$ cat config.mk
export PLATFORM = sky130hd
export DESIGN_NAME = lzwpc_out_stage
export DESIGN_NICKNAME = d
export VERILOG_FILES = /design/src/hw/rtl/lzwpc_pkg.sv /design/src/hw/rtl/lzwpc_out_stage.sv
export SDC_FILE = /design/constraint.sdc
export NUM_CORES = 1
export LEC_CHECK = 0
export ABC_AREA = 1
export BUFFER_PORTS_ARGS = -buffer_cell sky130_fd_sc_hd__buf_2
export CAP_MARGIN = 0
export CORE_MARGIN = 3
export CORE_UTILIZATION = 33
export CTS_CLUSTER_DIAMETER = 80
export CTS_CLUSTER_SIZE = 8
export DETAILED_ROUTE_END_ITERATION = 10
export PLACE_DENSITY_LB_ADDON = 0.15
export SYNTH_ARGS = -nofsm -noshare
export SYNTH_HDL_FRONTEND = slang
export SYNTH_SLANG_ARGS = --single-unit
export TNS_END_PERCENT = 30
$ cat constraint.sdc
create_clock -name clock -period 0.8 [get_ports clock]
set_input_delay 0.16 -clock clock [delete_from_list [all_inputs] [get_ports clock]]
set_output_delay 0.16 -clock clock [all_outputs]
set_load 0.01 [all_outputs]
$ cat src/hw/rtl/lzwpc_pkg.sv
// Shared constants and types of the LZW pixel compressor.
// No dependencies; every other file of the block but lzwpc_table imports this package.
package lzwpc_pkg;

   localparam int SYM_W            = 8;
   localparam int CODE_W           = 12;
   localparam int FIRST_PAIR_CODE  = 256;
   localparam int DICT_ENTRIES_DEF = 4096;
   // Width of the stream tag kept in every hash slot.
   localparam int EPOCH_W          = 8;

   typedef struct packed {
      logic              valid;
      logic [CODE_W-1:0] code;
      logic              run_end;
      logic              stream_end;
   } rsp_item_type;

endpackage

$ cat src/hw/rtl/lzwpc_out_stage.sv
// Result register of the LZW pixel compressor, holding one transaction.
// Depends on lzwpc_pkg for the result item type.
module lzwpc_out_stage
   import lzwpc_pkg::*;
(
   input  logic              clock,
   input  logic              reset,
   input  rsp_item_type      push,
   output logic              free,
   output logic              rsp_valid,
   input  logic              rsp_ready,
   output logic [CODE_W-1:0] rsp_code,
   output logic              rsp_run_end,
   output logic              rsp_stream_end
);

   logic              valid_ff, valid_in;
   logic [CODE_W-1:0] code_ff;
   logic              run_end_ff;
   logic              stream_end_ff;

   assign free = !valid_ff || rsp_ready;

   always_comb begin
      valid_in = valid_ff;
      if (push.valid) begin
         valid_in = 1'b1;
      end else if (rsp_ready) begin
         valid_in = 1'b0;
      end
   end

   always_ff @(posedge clock) begin
      if (reset) begin
         valid_ff <= 1'b0;
      end else begin
         valid_ff <= valid_in;
      end
      if (push.valid) begin
         code_ff       <= push.code;
         run_end_ff    <= push.run_end;
         stream_end_ff <= push.stream_end;
      end
   end

   assign rsp_valid      = valid_ff;
   assign rsp_code       = code_ff;
   assign rsp_run_end    = run_end_ff;
   assign rsp_stream_end = stream_end_ff;

endmodule

==> key figures <==
STA
  – Tightest Pin Transition: 0.3029 ns
  – Unrepaired setup endpoints after global routing: yes
  – Endpoints failing setup: 16
  – Fraction of the cycle the final worst path needs: 1.200
  – Max-slew violation count: 0
  – Final hold vios: 0
  – Maximum operating frequency: 1.042 GHz
  – Final-layout setup total negative slack: -2.047 ns
  – Worst Clk Skew: 0 ns
  – Tmin final: 0.9601 ns
  – Worst slew margin: 0.7980
  – Worst Setup Slack, final: -0.1601 ns

Global route
  – First-pass GRT wire length: 1283 um
  – Via count of the first global-routing pass: between 300 and 400
  – Number of antenna violations at the first check in global routing: 0
  – Pin count of the biggest net entering global routing: 16
  – Gr ovfl total: 0
  – Aggregate global-route resource usage: 0.09784

Finish
  – Most used cells in the layout excluding fill and tap cells: sky130_fd_sc_hd__buf_2, sky130_fd_sc_hd__edfxtp_1, sky130_fd_sc_hd__clkbuf_4
  – Post-synthesis to final-layout area growth: 48.38%
  – Multi-input gate area: 15.01 um2
  – Antenna cells: 0
  – Number of filler instances in the final layout: 107
  – Total area of sequential cells: approximately 440 um2
  – Leading cell type in the layout, fill and taps excluded: sky130_fd_sc_hd__buf_2
  – Number of nets in the layout: 76
  – Proportion of layout cells with a drive suffix above 1: 0.7018

Run
  – Max-capacitance violation count: 0

Floorplanning
  – Effective utilization at floorplan: 0.3854
  – Row count: 12
  – Floorplan die area: approximately 1900 um2
  – Number of I/O pins: 34
  – Core Box Area: ~1200 um2
  – Width of the chip: around 43 um
  – Die extent in y: 43.46 um

Synth
  – Total number of yosys warnings: 0
  – Yosys cell types: 5
  – Post-synthesis average cell area: 24.37 um2
  – Biggest area consumer among synthesized cells: sky130_fd_sc_hd__edfxtp_1
  – Net count after synthesis: 37
  – Cell types occupying the most area after synthesis: sky130_fd_sc_hd__edfxtp_1, sky130_fd_sc_hd__dfxtp_1, sky130_fd_sc_hd__a21oi_2
  – Synthesized cell area: 462.9 um2
  – Flops & latches, synth: 15
  – Sequential area share after synthesis: 0.9514
  – Area share of the largest cell type after synthesis: 0.9081
  – Post-Synthesis Cells: 19

Critical path
  – Required time of the critical path: 0.64 ns
  – Delay-heaviest family, CP: flip-flops
  – Reg2reg path depth: 3
  – Maximum cell stage delay along the critical path: 0.38 ns
  – Crit path cell chain: buf_2
  – Maximum fanout encountered on the critical timing path: 1
  – Slowest stage cell, crit path: sky130_fd_sc_hd__edfxtp_1
  – Critical path buffers and inverters: 1
  – Data arrival time of the worst path: roughly 0.8 ns
  – Worst setup SP type: flop
  – Slack of the worst reg-to-reg path: 0.11 ns
  – Critical setup path kind: reg -> out
  – Endpoint type of the worst setup path: primary output
  – Levels on crit path: 1
  – Reg-to-reg critical path endpoint: rsp_valid
  – Beginning of the worst register-to-register path: rsp_valid

Detailed routing
  – Detailed Routing Iterations Pass 1: 2
  – Initial drt markers: 8
  – Number of nets with antenna violations after routing: 0
  – Vias: 294
  – Total wirelength of the detailed-routed design: 791 um
  – DRC violations left: 0
  – Wire length per cell after detailed routing: 11.14 um
  – Routed via count divided by cell count: between 4 and 5

CTS
  – Max Root-Sink Buffers: 2
  – Clock Sink Count: 15
  – Post-CTS Hold Buffers: 0
  – Cell at the root of the clock tree: sky130_fd_sc_hd__clkbuf_4
  – H-tree Lvls: 1
  – CTS tree: yes
  – Cts bufs inserted: 3
  – Clock insertion delay at the later pin of the skew report: 0.27 ns
  – Worst-path clk slew: about 0.080 ns

Status
  – Violated checks: setup timing
  – Result of the run: finished, violations left

Pwr
  – Final Power: approximately 0.0015 W
  – Leakage component of the power: 0.3117 nW
  – Power Density: 2169 nW/um2
  – IR drop worst, VDD: 0.001220 V

Hold path
  – Hold endpoint: rsp_valid
  – Path category of the worst min-delay check: in -> reg
  – Startpoint of the worst hold path: reset
  – Instance count along the most critical hold path: 2

Placed design
  – Quantity of I/O buffers inserted on ports: 33
  – Gp weighted congestion: 0.5944
## per-layer routing
metal,up-vias,part of all wire,GRT usage
li1,145,-,-
met1,129,0.28,0.08021
met2,20,0.59,0.1740
met3,0,0.13,0.06224
met4,0,0,0.05422
met5,-,0,0
## cell usage after synthesis, drive strengths merged
cell	n
a21oi	1
edfxtp	14
nand2	1
inv	2
dfxtp	1
## flip-flops by register name (all words and copies together) (netlist names)
register and count:
rsp_valid 1, rsp_code 12, rsp_stream_end 1, rsp_run_end 1
## cells by family after synthesis
kind of cell	after synthesis	share of synthesized area
DFF	15	0.9513
buffers and inverters	2	0.01622
and+or+nand+nor	1	0.01352
AOI/OAI and AO/OA	1	0.01892
## how the worst max path moves through the flow
stage | from | to | slack [ns]
6_report | rsp_code[7] | rsp_code[7] | -0.16
3_3_place_gp | push[14] | rsp_code[6] | 0.03
5_1_grt | rsp_code[7] | rsp_code[7] | -0.23
3_5_place_dp | push[14] | rsp_code[11] | 0.02
2_1_floorplan | rsp_valid | rsp_valid | 0.16
4_1_cts | rsp_code[7] | rsp_code[7] | -0.19
## area by class of cell
| type | count | share of cell area |
|---|---|---|
| multi-input cells | 2 | 0.02186 |
| well taps | 14 | 0.02550 |
| repair buffers | 34 | 0.2605 |
| flip-flops and latches | 15 | 0.6430 |
| clock buffers | 4 | 0.03825 |
| inverters | 2 | 0.01093 |
## per-stage QoR
| stage | setup slack [ns] | hold WS (ns) | std cells | area (um2) | util |
|---|---|---|---|---|---|
| floorplan | 0.1635 | 0.2224 | 19 | 462.9 | - |
| detailed placement | 0.02297 | 0.3240 | 66 | 645.6 | 0.5375 |
| CTS | -0.1900 | 0.02155 | 70 | 679.4 | 0.5656 |
| global placement | 0.03497 | 0.3200 | 66 | 645.6 | 0.5375 |
| global route | -0.2265 | 0.01255 | 71 | 686.9 | 0.5719 |
| finish | -0.1601 | 0.03263 | 71 | 686.9 | 0.5719 |
## repair_timing
item,CTS,global route
gates resized for setup,2,0
setup buffers,0,1
gates cloned,0,0
pin swaps,1,1
setup endpoints to repair,16,16
## report_power, final
group	internal (W)	switching (W)	total [W]	leakage (nW)
registers	0.000924	0.0000136	0.000937	0.146
logic	0.0000770	0.0000803	0.000157	0.151
clock network	0.000193	0.000202	0.000395	0.0150
total	0.00119	0.000296	0.00149	0.312
Note: power is estimated with default switching activity, not from simulation.
